===== src/hw/rtl/wavhdr_pkg.sv =====
`default_nettype none

package wavhdr_pkg;

  // Default width of the byte position counter
  localparam int POSITION_BITS = 32;

  localparam int BYTE_W      = 8;
  localparam int STATUS_W    = 3;
  localparam int OFFSET_W    = 31;
  localparam int SIZE_W      = 32;
  localparam int WORD_W      = 32;
  localparam int HALF_W      = 16;
  localparam int SKIP_W      = 33;
  localparam int FIELD_W     = 4;
  localparam int CFG_INDEX_W = 2;
  localparam int CFG_DATA_W  = 32;
  localparam int OUT_BITS    = STATUS_W + OFFSET_W + SIZE_W;
  localparam int OUT_TDATA_W = ((OUT_BITS + 7) / 8) * 8;

  localparam logic [WORD_W-1:0] TAG_RIFF = 32'h5249_4646;
  localparam logic [WORD_W-1:0] TAG_WAVE = 32'h5741_5645;
  localparam logic [WORD_W-1:0] TAG_FMT  = 32'h666D_7420;
  localparam logic [WORD_W-1:0] TAG_DATA = 32'h6461_7461;

  localparam logic [WORD_W-1:0] FMT_MIN_LEN  = 32'd16;
  localparam logic [HALF_W-1:0] PCM_CODE     = 16'd1;
  localparam logic [WORD_W-1:0] OFFSET_LIMIT = 32'h7FFF_FFFF;

  localparam logic [WORD_W-1:0] RATE_RESET     = 32'd22050;
  localparam logic [HALF_W-1:0] CHANNELS_RESET = 16'd1;
  localparam logic [HALF_W-1:0] BITS_RESET     = 16'd16;

  // Configuration register indexes
  localparam logic [CFG_INDEX_W-1:0] REG_SAMPLE_RATE = 2'd0;
  localparam logic [CFG_INDEX_W-1:0] REG_CHANNELS    = 2'd1;
  localparam logic [CFG_INDEX_W-1:0] REG_SAMPLE_BITS = 2'd2;

  // Result status codes
  localparam logic [STATUS_W-1:0] STATUS_FOUND     = 3'd0;
  localparam logic [STATUS_W-1:0] STATUS_NOT_WAVE  = 3'd1;
  localparam logic [STATUS_W-1:0] STATUS_FMT_SHORT = 3'd2;
  localparam logic [STATUS_W-1:0] STATUS_EARLY_END = 3'd3;
  localparam logic [STATUS_W-1:0] STATUS_OVERFLOW  = 3'd4;

  // Fixed byte indexes inside header sections
  localparam logic [FIELD_W-1:0] IDX_RIFF_TAG_END = 4'd3;
  localparam logic [FIELD_W-1:0] IDX_WAVE_TAG_END = 4'd11;
  localparam logic [FIELD_W-1:0] IDX_CHUNK_TAG_W  = 4'd4;
  localparam logic [FIELD_W-1:0] IDX_CHUNK_HDR_END = 4'd7;
  localparam logic [FIELD_W-1:0] IDX_FMT_CODE     = 4'd1;
  localparam logic [FIELD_W-1:0] IDX_FMT_CHANNELS = 4'd3;
  localparam logic [FIELD_W-1:0] IDX_FMT_RATE     = 4'd7;
  localparam logic [FIELD_W-1:0] IDX_FMT_BITS     = 4'd15;

  typedef struct packed {
    logic [SIZE_W-1:0]   sample_bytes;
    logic [OFFSET_W-1:0] sample_offset;
    logic [STATUS_W-1:0] status;
  } result_t;

endpackage

`default_nettype wire


===== src/hw/rtl/wav_header_chunk_parser.sv =====
`default_nettype none

// WAV header chunk parser.
// Input stream: one file byte per transfer on s_tdata. s_tuser marks the first
// byte of a new file and restarts the parse; s_tlast marks the end of the file
// and carries no byte. Before the first start mark the block parses as if a
// file began at reset.
// Output stream: at most one result per file on m_tdata: status, the offset of
// the data chunk's first byte and its size (both zero unless status is found).
// After a result every byte is dropped until the next start mark.
// Throughput: one byte per cycle while s_tready is high; all parse work for a
// byte happens in the cycle it is accepted. A result is registered into the
// result queue and shown on m_tvalid/m_tdata once older results are taken.
// A two-entry result queue sits between parser and m_* port, so input keeps
// flowing while a result waits; s_tready drops only when both entries hold
// results that the receiver has not yet taken.
// Configuration (expected rate, channels, bits) is written through cfg_we /
// cfg_index / cfg_data while the stream is idle.
// Reset (rst, synchronous) restores the register defaults 22050 Hz, 1 channel,
// 16 bits, empties the result queue and restarts the parse.

module wav_header_chunk_parser #(
  parameter int POSITION_BITS = wavhdr_pkg::POSITION_BITS
) (
  input  wire                                   clk,
  input  wire                                   rst,
  input  wire                                   s_tvalid,
  output logic                                  s_tready,
  input  wire  [wavhdr_pkg::BYTE_W-1:0]         s_tdata,   // [7:0] data_byte
  input  wire                                   s_tuser,   // [0] start_of_file
  input  wire                                   s_tlast,   // end_of_stream
  output logic                                  m_tvalid,
  input  wire                                   m_tready,
  // [2:0] status, [33:3] sample_offset, [65:34] sample_bytes, [71:66] zero
  output logic [wavhdr_pkg::OUT_TDATA_W-1:0]    m_tdata,
  input  wire                                   cfg_we,
  input  wire  [wavhdr_pkg::CFG_INDEX_W-1:0]    cfg_index,
  input  wire  [wavhdr_pkg::CFG_DATA_W-1:0]     cfg_data
);

  localparam int CW = (POSITION_BITS > wavhdr_pkg::SKIP_W) ? POSITION_BITS
                                                            : wavhdr_pkg::SKIP_W;

  typedef enum logic [1:0] {ST_RIFF, ST_HEADER, ST_FMT, ST_SKIP} stage_t;

  // Configuration
  logic [wavhdr_pkg::WORD_W-1:0] exp_rate;
  logic [wavhdr_pkg::HALF_W-1:0] exp_channels;
  logic [wavhdr_pkg::HALF_W-1:0] exp_bits;

  // Parse state
  logic [POSITION_BITS-1:0]        byte_position, byte_position_next;
  stage_t                          stage, stage_next;
  logic [wavhdr_pkg::FIELD_W-1:0]  field_shift, field_shift_next;
  logic [wavhdr_pkg::WORD_W-1:0]   chunk_tag, chunk_tag_next;
  logic [wavhdr_pkg::WORD_W-1:0]   chunk_length, chunk_length_next;
  logic [wavhdr_pkg::SKIP_W-1:0]   skip_target, skip_target_next;
  logic                            format_good, format_good_next;
  logic                            data_seen, data_seen_next;
  logic [wavhdr_pkg::OFFSET_W-1:0] found_offset, found_offset_next;
  logic [wavhdr_pkg::SIZE_W-1:0]   found_size, found_size_next;
  logic                            finished, finished_next;

  // Result queue
  wavhdr_pkg::result_t q0, q1, res;
  logic [1:0]          q_count, q_count_after_pop;
  logic                res_valid;
  logic [wavhdr_pkg::STATUS_W-1:0] res_status;

  logic s_fire, pop, push, after_chunk;
  logic [wavhdr_pkg::FIELD_W-1:0] idx;
  logic [CW-1:0] pos_ext, skip_ext;

  assign s_fire   = s_tvalid && s_tready;
  assign pop      = m_tvalid && m_tready;
  assign push     = res_valid;
  assign s_tready = (q_count != 2'd2);
  assign m_tvalid = (q_count != 2'd0);
  assign m_tdata  = wavhdr_pkg::OUT_TDATA_W'(q0);
  assign q_count_after_pop = q_count - {1'b0, pop};

  always_comb begin
    byte_position_next = byte_position;
    stage_next         = stage;
    field_shift_next   = field_shift;
    chunk_tag_next     = chunk_tag;
    chunk_length_next  = chunk_length;
    skip_target_next   = skip_target;
    format_good_next   = format_good;
    data_seen_next     = data_seen;
    found_offset_next  = found_offset;
    found_size_next    = found_size;
    finished_next      = finished;
    res_valid          = 1'b0;
    res_status         = wavhdr_pkg::STATUS_FOUND;
    after_chunk        = 1'b0;
    idx                = field_shift;
    pos_ext            = '0;
    skip_ext           = '0;

    if (s_fire && s_tuser) begin
      byte_position_next = '0;
      stage_next         = ST_RIFF;
      field_shift_next   = '0;
      chunk_tag_next     = '0;
      chunk_length_next  = '0;
      skip_target_next   = '0;
      format_good_next   = 1'b0;
      data_seen_next     = 1'b0;
      found_offset_next  = '0;
      found_size_next    = '0;
      finished_next      = 1'b0;
      idx                = '0;
    end

    if (s_fire && !finished_next) begin
      if (s_tlast) begin
        res_valid  = 1'b1;
        res_status = wavhdr_pkg::STATUS_EARLY_END;
      end else begin
        byte_position_next = byte_position_next + POSITION_BITS'(1);
        pos_ext = CW'(byte_position_next);
        case (stage_next)
          ST_RIFF: begin
            field_shift_next = idx + wavhdr_pkg::FIELD_W'(1);
            chunk_tag_next   = {chunk_tag_next[23:0], s_tdata};
            if (idx == wavhdr_pkg::IDX_RIFF_TAG_END &&
                chunk_tag_next != wavhdr_pkg::TAG_RIFF) begin
              res_valid  = 1'b1;
              res_status = wavhdr_pkg::STATUS_NOT_WAVE;
            end else if (idx == wavhdr_pkg::IDX_WAVE_TAG_END) begin
              if (chunk_tag_next != wavhdr_pkg::TAG_WAVE) begin
                res_valid  = 1'b1;
                res_status = wavhdr_pkg::STATUS_NOT_WAVE;
              end else begin
                stage_next       = ST_HEADER;
                field_shift_next = '0;
              end
            end
          end
          ST_HEADER: begin
            field_shift_next = idx + wavhdr_pkg::FIELD_W'(1);
            if (idx < wavhdr_pkg::IDX_CHUNK_TAG_W) begin
              chunk_tag_next = {chunk_tag_next[23:0], s_tdata};
            end else begin
              chunk_length_next = {s_tdata, chunk_length_next[31:8]};
            end
            if (idx == wavhdr_pkg::IDX_CHUNK_HDR_END) begin
              if (pos_ext > CW'(wavhdr_pkg::OFFSET_LIMIT)) begin
                res_valid  = 1'b1;
                res_status = wavhdr_pkg::STATUS_OVERFLOW;
              end else begin
                // Body starts here; next header after body plus odd pad byte
                skip_target_next = {2'b00, pos_ext[wavhdr_pkg::OFFSET_W-1:0]}
                                 + {1'b0, chunk_length_next}
                                 + {32'd0, chunk_length_next[0]};
                if (chunk_tag_next == wavhdr_pkg::TAG_FMT) begin
                  if (chunk_length_next < wavhdr_pkg::FMT_MIN_LEN) begin
                    res_valid  = 1'b1;
                    res_status = wavhdr_pkg::STATUS_FMT_SHORT;
                  end else begin
                    stage_next       = ST_FMT;
                    field_shift_next = '0;
                    format_good_next = 1'b1;
                  end
                end else begin
                  if (chunk_tag_next == wavhdr_pkg::TAG_DATA) begin
                    found_offset_next = pos_ext[wavhdr_pkg::OFFSET_W-1:0];
                    found_size_next   = chunk_length_next;
                    data_seen_next    = (chunk_length_next != '0) &&
                                        !chunk_length_next[0];
                  end
                  after_chunk = 1'b1;
                end
              end
            end
          end
          ST_FMT: begin
            field_shift_next = idx + wavhdr_pkg::FIELD_W'(1);
            chunk_tag_next   = {s_tdata, chunk_tag_next[31:8]};
            case (idx)
              wavhdr_pkg::IDX_FMT_CODE:
                format_good_next = format_good_next &&
                                   chunk_tag_next[31:16] == wavhdr_pkg::PCM_CODE;
              wavhdr_pkg::IDX_FMT_CHANNELS:
                format_good_next = format_good_next &&
                                   chunk_tag_next[31:16] == exp_channels;
              wavhdr_pkg::IDX_FMT_RATE:
                format_good_next = format_good_next && chunk_tag_next == exp_rate;
              wavhdr_pkg::IDX_FMT_BITS: begin
                format_good_next = format_good_next &&
                                   chunk_tag_next[31:16] == exp_bits;
                after_chunk = 1'b1;
              end
              default: ;
            endcase
          end
          ST_SKIP: begin
            if (pos_ext >= CW'(skip_target_next)) begin
              stage_next       = ST_HEADER;
              field_shift_next = '0;
            end
          end
          default: ;
        endcase

        if (after_chunk) begin
          skip_ext = CW'(skip_target_next);
          if (format_good_next && data_seen_next) begin
            res_valid  = 1'b1;
            res_status = wavhdr_pkg::STATUS_FOUND;
          end else if (skip_ext > CW'(wavhdr_pkg::OFFSET_LIMIT)) begin
            res_valid  = 1'b1;
            res_status = wavhdr_pkg::STATUS_OVERFLOW;
          end else begin
            field_shift_next = '0;
            stage_next = (pos_ext >= skip_ext) ? ST_HEADER : ST_SKIP;
          end
        end
      end
    end

    if (res_valid) begin
      finished_next = 1'b1;
    end
    res.status        = res_status;
    res.sample_offset = (res_status == wavhdr_pkg::STATUS_FOUND) ? found_offset_next : '0;
    res.sample_bytes  = (res_status == wavhdr_pkg::STATUS_FOUND) ? found_size_next : '0;
  end

  always_ff @(posedge clk) begin
    if (rst) begin
      exp_rate      <= wavhdr_pkg::RATE_RESET;
      exp_channels  <= wavhdr_pkg::CHANNELS_RESET;
      exp_bits      <= wavhdr_pkg::BITS_RESET;
      byte_position <= '0;
      stage         <= ST_RIFF;
      field_shift   <= '0;
      chunk_tag     <= '0;
      chunk_length  <= '0;
      skip_target   <= '0;
      format_good   <= 1'b0;
      data_seen     <= 1'b0;
      found_offset  <= '0;
      found_size    <= '0;
      finished      <= 1'b0;
      q_count       <= '0;
    end else begin
      if (cfg_we) begin
        case (cfg_index)
          wavhdr_pkg::REG_SAMPLE_RATE: exp_rate     <= cfg_data;
          wavhdr_pkg::REG_CHANNELS:    exp_channels <= cfg_data[wavhdr_pkg::HALF_W-1:0];
          wavhdr_pkg::REG_SAMPLE_BITS: exp_bits     <= cfg_data[wavhdr_pkg::HALF_W-1:0];
          default: ;
        endcase
      end
      byte_position <= byte_position_next;
      stage         <= stage_next;
      field_shift   <= field_shift_next;
      chunk_tag     <= chunk_tag_next;
      chunk_length  <= chunk_length_next;
      skip_target   <= skip_target_next;
      format_good   <= format_good_next;
      data_seen     <= data_seen_next;
      found_offset  <= found_offset_next;
      found_size    <= found_size_next;
      finished      <= finished_next;
      q_count       <= q_count_after_pop + {1'b0, push};
    end
  end

  // Queue payload: shift on pop, write the new result into the first free slot
  always_ff @(posedge clk) begin
    if (pop) begin
      q0 <= q1;
    end
    if (push) begin
      if (q_count_after_pop == 2'd0) begin
        q0 <= res;
      end else begin
        q1 <= res;
      end
    end
  end

`ifndef NO_ASSERTIONS
  // Only one result per file: none while finished unless a start mark arrives
  a_one_result: assert property (@(posedge clk) disable iff (rst)
    (finished && !(s_fire && s_tuser)) |-> !push)
    else $error("result produced after the file already reported");

  // A found result needs both a good format and a valid data chunk
  a_found_needs_both: assert property (@(posedge clk) disable iff (rst)
    (push && res.status == wavhdr_pkg::STATUS_FOUND) |-> (format_good_next && data_seen_next))
    else $error("found reported without good format and data chunk");

  // Error results carry no offset or size
  a_error_zero_payload: assert property (@(posedge clk) disable iff (rst)
    (push && res.status != wavhdr_pkg::STATUS_FOUND) |->
      (res.sample_offset == '0 && res.sample_bytes == '0))
    else $error("error result with nonzero payload");

  // Queue never overfills
  a_queue_bound: assert property (@(posedge clk) disable iff (rst)
    (q_count == 2'd2 && !pop) |=> (q_count == 2'd2))
    else $error("result queue lost or gained an entry while full");

  // Reset leaves the parser at the top of a file with nothing pending
  a_reset_state: assert property (@(posedge clk)
    rst |=> (stage == ST_RIFF && !finished && q_count == 2'd0))
    else $error("parser not restarted by reset");
`endif

endmodule

`default_nettype wire


===== config.mk =====
export PLATFORM = sky130hd
export DESIGN_NAME = wav_header_chunk_parser
export DESIGN_NICKNAME = d
export VERILOG_FILES = /design/src/hw/rtl/wavhdr_pkg.sv /design/src/hw/rtl/wav_header_chunk_parser.sv
export SDC_FILE = /design/constraint.sdc
export NUM_CORES = 1
export LEC_CHECK = 0
export BUFFER_PORTS_ARGS = -buffer_cell sky130_fd_sc_hd__clkbuf_2
export CAP_MARGIN = 20
export CORE_MARGIN = 1
export CORE_UTILIZATION = 45
export CTS_CLUSTER_DIAMETER = 60
export DETAILED_ROUTE_END_ITERATION = 6
export GPL_ROUTABILITY_DRIVEN = 0
export HOLD_SLACK_MARGIN = 0.02
export SYNTH_ARGS = -nofsm -noshare
export SYNTH_HDL_FRONTEND = slang
export SYNTH_SLANG_ARGS = --single-unit

===== constraint.sdc =====
create_clock -name clk -period 11.5 [get_ports clk]
set_clock_uncertainty 0.2 [all_clocks]
set_input_delay 0.575 -clock clk [delete_from_list [all_inputs] [get_ports clk]]
set_output_delay 0.575 -clock clk [all_outputs]
set_load 0.005 [all_outputs]

### Word level (Yosys, flattened, before mapping)

Index checks and enable logic that the tools add are counted.

| word-level totals | value |
|---|---|
| flip-flop bits (word level) | 399 |
| input port bits | 49 |

| cells by class | value |
|---|---|
| add/sub/neg operators | 6 |
| order comparisons | 6 |
| equality and inequality tests | 19 |
| mux-type cells | 135 |
| bitwise logic cells | 1 |
| reductions and logical operators | 23 |

Operator list:

| operator | count |
|---|---|
| $mux 32 | 27 |
| $mux 31 | 9 |
| $mux 33 | 8 |
| $mux 66 | 3 |
| $pmux 32 s3 | 1 |
| $ge 32x33->1 | 2 |
| $eq 32x31->1 const B | 2 |
| $ne 32x31->1 const B | 2 |
| $mux 4 | 14 |
| $mux 1 | 42 |
| $mux 2 | 17 |
| $add 31x32->33 | 1 |
| $add 33x1->33 | 1 |
| $gt 33x31->1 const B | 1 |
| $add 32x1->32 const B | 1 |
| $eq 16x16->1 | 2 |
| $eq 32x32->1 | 1 |
| $gt 32x31->1 const B | 1 |
| $lt 32x5->1 const B | 1 |
| $reduce_bool 32->1 | 1 |
| $mux 3 | 7 |
| $eq 16x1->1 const B | 1 |
| $pmux 4 s4 | 1 |
| $logic_and 1x1->1 | 11 |
| 21 further kinds | 33 |

### Longest topological paths before layout

Gate-level depths: netlist of the first run.

| logic depth | value |
|---|---|
| word-level depth | 27 |
| mapped depth | 39 |

### Least setup slack after synthesis of the first run

No wires, ideal clock.

| timing path | value |
|---|---|
| path type | input -> register |
| start point | input s_tuser |
| end point | register q1[0] in the netlist's numbering (enable) |
| library setup time | 512 ps |
| arrival time | 9164 ps |
| required time | 10788 ps |
| setup slack | 1624 ps |
| stages | 25 |
| path buffers | 11 |
| cells stage by stage | and2_1 > clkbuf_1 > nand2_1 > clkbuf_1 > clkbuf_1 > buf_1 > clkbuf_1 > clkbuf_1 > clkbuf_1 > clkbuf_1 > clkbuf_1 > nand2_1 > inv_1 > ha_1 > clkbuf_1 > buf_1 > nand2_1 > xnor2_1 > or4_1 > or4_1 > a211oi_2 > nand3_1 > nand2_1 > o21ai_1 > a21oi_1 |

| on the way | value |
|---|---|
| cells in the longest elaborated chain, start to end | 22 |

RTL lines:

| what | line | text |
|---|---|---|
| start, declared | wav_header_chunk_parser.sv:30 | `input wire s_tuser,` |
| $logic_and 1x1->1 * | wav_header_chunk_parser.sv:101 | `if (s_fire && s_tuser) begin` |
| parallel branches: the longest is 19 deep, another holds $add 31x32->33 | - |  |
| $mux 1 * | wav_header_chunk_parser.sv:116 | `if (s_fire && !finished_next) begin` |
| $reduce_and 2->1 (no line) * | - |  |
| end signal, assigned | wav_header_chunk_parser.sv:281 | `q1 <= res;` |
| end, declared | wav_header_chunk_parser.sv:65 | `wavhdr_pkg::result_t q0, q1, res;` |

Every way passes the cells marked *. The select of a mux whose other input is x is not followed.
A chain may end at the register's enable or synchronous reset.

### Worst setup path in the final report of the first run

| timing path | value |
|---|---|
| start point | register q_count[0] |
| end point | register stage[1] |

| on the way | value |
|---|---|
| cells in the longest elaborated chain, start to end | 23 |

RTL lines:

| what | line | text |
|---|---|---|
| start, declared | wav_header_chunk_parser.sv:66 | `logic [1:0] q_count, q_count_after_pop;` |
| start signal, assigned | wav_header_chunk_parser.sv:268 | `q_count <= q_count_after_pop + {1'b0, push};` |
| $ne 2x2->1 * | wav_header_chunk_parser.sv:77 | `assign s_tready = (q_count != 2'd2);` |
| $logic_and 1x1->1 * | wav_header_chunk_parser.sv:74 | `assign s_fire = s_tvalid && s_tready;` |
| parallel branches: the longest is 20 deep, another holds $add 31x32->33 | - |  |
| $mux 2 * | wav_header_chunk_parser.sv:116 |  |
| end signal, assigned | wav_header_chunk_parser.sv:258 | `stage <= stage_next;` |
| end, declared | wav_header_chunk_parser.sv:53 | `stage_t stage, stage_next;` |

Marked as above.

==> results of run 1 <==
-- state kept, by name, summed over array words and instances, names as in the netlist, 2 cells and up --
name,flops
byte_position,32
chunk_length,32
chunk_tag,32
exp_bits,16
exp_channels,16
exp_rate,32
field_shift,4
found_offset,31
found_size,32
m_tdata,66
q1,66
q_count,2
skip_target,33
stage,2
-- final cells by class --
| class | count | area [µm²] | area share |
|---|---|---|---|
| Multi-Input combinational cell | 2264 | 14200 | 0.536 |
| Sequential cell | 399 | 8650 | 0.325 |
| Clock buffer | 73 | 1380 | 0.0517 |
| Timing Repair Buffer | 174 | 1070 | 0.0403 |
| Tap cell | 688 | 861 | 0.0324 |
| Inverter | 52 | 195 | 0.00734 |
| Clock inverter | 16 | 179 | 0.00673 |
| Antenna cell | 2 | 5.00 | 0.000188 |
-- tightest hold or removal path, delay by kind of cell --
| family | cells | cell delay [ns] |
|---|---|---|
| buf+inv | 1 | 0.09 |
| simple gates | 1 | 0.05 |
| compound gates | 1 | 0.05 |
-- cell families after synthesis --
family / synth area share
xor gates and xnor gates: 0.0531
adders and majority gates: 0.0447
buffers and inverters: 0.0476
muxes: 0.0749
other: 0.000157
AOI/OAI and AO/OA: 0.186
DFF: 0.361
and+or+nand+nor: 0.233
-- worst max-delay path by stage --
| stage | startpoint | to | slack [ns] | cells after the start |
|---|---|---|---|---|
| detailed placement | q_count[0] | stage[1] | 3.25 | 27 |
| floorplan | s_tuser | q1[0] | 1.62 | 25 |
| global route | q_count[0] | stage[1] | 2.44 | 27 |
| CTS | q_count[0] | stage[1] | 3.19 | 27 |
| global placement | q_count[0] | m_tdata[27] | 3.40 | 21 |
| finish | q_count[0] | stage[1] | 2.97 | 27 |
-- cells in the final DEF (no fill, tap or decap), drive strengths merged, types with 25 or more instances in the layout --
cell type / instances
nand3: 84
nand4: 33
a21oi: 239
nand2: 349
buf: 44
nor2: 430
ha: 80
clkbuf: 188
nor2b: 25
a211oi: 53
edfxtp: 66
mux2i: 32
xor2: 39
and3: 48
mux2: 131
a31oi: 58
and2: 30
dfxtp: 333
o21ai: 105
xnor2: 83
inv: 58
nor3: 61
-- stage by stage --
stage                     std cells  area (µm²)  total power, W
after floorplan                2940       24000         0.00220
after global placement         3561       24900         0.00247
after detailed placement       3562       24900         0.00249
after CTS                      3666       26600         0.00400
after global routing           3666       26600         0.00414
final                          3668       26600         0.00398
-- cells in the mapped netlist (30+ instances only) --
cell type | number | share of area
a211oi_1 | 52 | 0.016
a21oi_1 | 239 | 0.050
a31oi_1 | 58 | 0.015
and2_1 | 30 | 0.0078
and3_1 | 48 | 0.013
buf_1 | 31 | 0.0049
clkbuf_1 | 156 | 0.024
dfxtp_1 | 333 | 0.28
edfxtp_1 | 66 | 0.083
ha_1 | 80 | 0.042
inv_1 | 50 | 0.0078
mux2_2 | 129 | 0.061
mux2i_1 | 32 | 0.013
nand2_1 | 347 | 0.054
nand3_1 | 83 | 0.017
nand4_1 | 32 | 0.0084
nor2_1 | 429 | 0.067
nor3_1 | 51 | 0.011
o21ai_0 | 102 | 0.021
xnor2_1 | 83 | 0.030
xor2_1 | 39 | 0.014
-- metal layers --
metal,vias up,wire [µm]
li1,10515,-
met1,10645,33600
met2,1020,37100
met3,268,6040
met4,0,5530
met5,-,0
-- power by group --
part / leakage (nW) / switching [W] / internal [W]
Clock: 0.759 / 0.000636 / 0.000878
Sequential: 3.34 / 0.0000823 / 0.00157
Combinational: 6.34 / 0.000445 / 0.000370
Total: 10.4 / 0.00116 / 0.00282
==> flow_summary.ini, run 1 <==
[route]
viasPerCell = 6.12
total_wirelength_um = 82200
route.detailed.wl_per_inst_um = 22.4
detail_route.drc_violations = 0
vias = 22448
route.antenna.remaining_nets = 0
initialDrtViolationCount = 2371
detail_route.first_pass.iterations = 6

[cts]
cts_tree = done
clock-sinks = 399
cts-buffers-inserted = 48
cts-resized-gates = 0
master_cell_of_the_clock_root_buffer = clkbuf_16
clockBufferDepth = 3
clock_pin_slew_on_the_worst_setup_and_hold_paths_ns = 0.06
worst_skew_late_latency_ns = 0.60
postCtsSetupRepairBufs = 0
count_of_h_tree_levels_built_during_cts = 2
cts_hold_buf = 15

[setup_path]
path_delay_family = simple AND/OR/NAND/NOR gates
reg_to_reg_slack_setup_ns = 2.97
endpoint_kind = register
worst_r2r_startpoint = q_count[0]
cp_bufs_invs = 2
reg2reg_depth = 27
worst-path-max-fanout = 75
timing.critical_path.required_ns = 11.77
rr_endpoint = stage[1]
criticalPathCategory = reg2reg
crit_path_start_kind = register
cp_data_arrival_time_ns = 8.80
timing.critical_path.slowest_stage_cell = buf_4
cp_slowest_stage_delay_ns = 0.71

[placement]
hpwl_um = 59200
placement.setup.worst_slack_ns = 3.25
port_buffers = 116

[synthesis]
yosysUniqueCellTypes = 102
postSynthAreaPerCell_um2 = 8.16
syn_warnings = 0
synthesis.instances = 2935
synth_seq_area_share = 0.361
synth_area_um2 = 24000
synth.ff_latch_count = 399
synth_top_flop_cell = dfxtp_1
number_of_enable_type_register_cells_in_the_synthesized_netlist = 66
asyncSetResetFlopFracSynth = 0

[floorplanning]
placement_rows = 84
chipWidth_um = 233
die-area_um2 = 54200
io_pins = 123
vertical_die_dimension_um = 233
starting_density_of_the_core = 0.456
core_area_um2 = 52600

[min_path]
timing.hold.worst.class = in2reg
holdPathStages = 3
worst_hold_startpoint = cfg_data[20]
hold_end = exp_rate[20]

[final_layout]
drive_above_1_share = 0.142
finalNetCount = 3069
layout-area-overhead-vs-synth_pct = 10.9
finalCoreUtilization = 0.506
nFillCells = 5062

[timing]
total_negative_slack_ns = 0
worst_slew_margin_rel = 0.241
rsz0062_at_grt = no
hold_slack_ns = 0.0275
setup-violations-final = 0
worst_slew_pin_tran_ns = 1.12
fmax_mhz = 117
finalHoldViolCount = 0
layout_min_cycle_time_ns = 8.53
fin_crit_sh = 0.742
timing.final.max_slew_violations = 0
minimum_setup_slack_in_the_final_design_ns = 2.97

[global_route]
grt_use_total = 0.300
grt_start_max_net_pins = 82
groute.layer.met3.usage = 0.0436
grt.met2_usage = 0.478
grt.met1_usage = 0.380
first_global_vias = 21231
grt_busiest_layer = met2
grt_first_pass_wirelength_um = 126000
antenna_violations_before_repair = 1
grt_overflow_total = 0

[outcome]
run_status = complete, no violations

[power_and_ir_drop]
ir_drop_uv = 115
power_per_cell_area_nw_per_um2 = 150
p_leak_nw = 10.4

[job]
timing.max_cap.violations = 0
Power figures use the tool's default switching activity.
==> run 2, diff against run 1 <==
==> constraint.sdc (replaced) <==
create_clock -name clk -period 8 [get_ports clk]
set_clock_uncertainty 0.2 [all_clocks]
set_input_delay 0.4 -clock clk [delete_from_list [all_inputs] [get_ports clk]]
set_output_delay 0.4 -clock clk [all_outputs]
set_load 0.005 [all_outputs]
==> flow_summary.ini, run 2 (synthesized netlist as in run 1, its figures left out) <==
[cts]
clock-sinks = 399
cts_hold_buf = 32
clockBufferDepth = 3
cts-resized-gates = 0
postCtsSetupRepairBufs = 0
clock_pin_slew_on_the_worst_setup_and_hold_paths_ns = 0.06
count_of_h_tree_levels_built_during_cts = 2
cts_tree = done
master_cell_of_the_clock_root_buffer = clkbuf_16
worst_skew_late_latency_ns = 0.62
cts-buffers-inserted = 49

[timing]
setup-violations-final = 0
worst_slew_pin_tran_ns = 1.03
layout_min_cycle_time_ns = 7.02
rsz0062_at_grt = no
fmax_mhz = 142
worst_slew_margin_rel = 0.292
timing.final.max_slew_violations = 0
total_negative_slack_ns = 0
fin_crit_sh = 0.878
finalHoldViolCount = 0

[final_layout]
antenna_cells_inserted = 0
drive_above_1_share = 0.153
most-common-layout-cells = nor2_1, nand2_1, dfxtp_1, a21oi_1, mux2_2
layout.cells.most_common = nor2_1
layout-area-overhead-vs-synth_pct = 13.3
finalNetCount = 3126
finalCoreUtilization = 0.517

[setup_path]
timing.critical_path.required_ns = 8.28
critical_path.startpoint = q_count[0]
endpoint_kind = register
crit_path_start_kind = register
critical_path.endpoint = stage[1]
crit_path_cell_trace = and2b_1, buf_4, nor2_4, buf_4, nor2_1, ha_1, or2_2, o2111ai_1, o211ai_1, a311oi_2, nand2_1, a211oi_1, o31ai_1, a221oi_1, o21ai_0, xnor2_1, a21oi_1, ha_1, nand4_1, nor2_1, o21ai_0, or4_1, nor4_1, nor3_1
reg2reg_depth = 24
cp_data_arrival_time_ns = 7.31
cp_slowest_stage_delay_ns = 0.69
worst-path-max-fanout = 27
worst_r2r_startpoint = q_count[0]
timing.critical_path.slowest_stage_cell = nor2_4
criticalPathCategory = reg2reg
reg_to_reg_slack_setup_ns = 0.98
rr_endpoint = stage[1]

[global_route]
first_global_vias = 21577
grt_first_pass_wirelength_um = 126000
grt_overflow_total = 0
grt_start_max_net_pins = 120
antenna_violations_before_repair = 0
grt_use_total = 0.301

[floorplanning]
core_area_um2 = 52600
io_pins = 123
starting_density_of_the_core = 0.456
placement_rows = 84
vertical_die_dimension_um = 233
chipWidth_um = 233
die-area_um2 = 54200

[min_path]
timing.hold.worst.class = in2reg

[outcome]
run_status = complete, no violations

[placement]
hpwl_um = 59600
port_buffers = 116

[job]
timing.max_cap.violations = 0

[power_and_ir_drop]
p_leak_nw = 10.8
ir_drop_uv = 188
power_per_cell_area_nw_per_um2 = 214

[route]
route.detailed.wl_per_inst_um = 22.2
viasPerCell = 6.14
total_wirelength_um = 82700
detail_route.first_pass.iterations = 7
vias = 22857
detail_route.drc_violations = 0
route.antenna.remaining_nets = 0
initialDrtViolationCount = 2191
==> run 2: cell types whose count changed in the layout (fill, tap and decap cells not counted), sizes merged <==
cell / before / now
diode: 2 / 0
buf: 44 / 82
inv: 58 / 56
clkinv: 7 / 12
clkbuf: 188 / 187
dlygate4sd3: 15 / 32
bufinv: 2 / 3
==> run 2: worst max-delay path: cells and delay by family, from the launching register on <==
kind	cells	cell delay (ns)
and+or+nand+nor	10	2.80
AOI/OAI and AO/OA	9	2.13
adders and majority gates	2	0.65
DFF	1	0.33
xor gates and xnor gates	1	0.18
buffers and inverters	2	0.58
==> run 2: worst min-delay path by stage <==
stage | start | to | slack (ns) | cells after the start
floorplan | exp_bits[11] | exp_bits[11] | 0.23 | 2
global placement | exp_bits[3] | exp_bits[3] | 0.24 | 2
detailed placement | exp_bits[11] | exp_bits[11] | 0.25 | 2
CTS | s_tlast | m_tdata[1] | 0.08 | 3
global route | s_tlast | m_tdata[1] | 0.08 | 3
finish | s_tlast | m_tdata[1] | 0.08 | 3
==> run 2: per-layer routing <==
layer | track usage | vias up | part of all wire
met5 | 0 | - | 0
met1 | 0.372 | 10929 | 0.40
met2 | 0.486 | 1034 | 0.46
li1 | - | 10642 | -
met3 | 0.0540 | 252 | 0.078
met4 | 0.184 | 0 | 0.065
==> run 2: stage by stage <==
stage	std cells	worst slack, ns	instance area [µm²]	hold slack, ns	power (W)
2_1_floorplan	2940	0.0898	24000	0.232	0.00316
3_3_place_gp	3598	1.26	25200	0.239	0.00356
3_5_place_dp	3599	1.10	25200	0.246	0.00359
4_1_cts	3722	1.17	27100	0.0791	0.00584
5_1_grt	3724	0.574	27200	0.0843	0.00607
6_report	3724	0.976	27200	0.0821	0.00581
==> run 2: cell type report <==
cell class                      instances  area [µm²]
Fill cell                            5062       25400
Multi-Input combinational cell       2264       14200
Sequential cell                       399        8650
Timing Repair Buffer                  230        1570
Clock buffer                           71        1400
Tap cell                              688         861
Clock inverter                         20         233
Inverter                               52         195
==> run 2: power by group <==
group          leakage [nW]  total [W]  switching (W)  internal [W]
combinational          6.62    0.00120       0.000640      0.000560
clock                 0.796    0.00225       0.000921       0.00132
sequential             3.34    0.00237       0.000115       0.00225
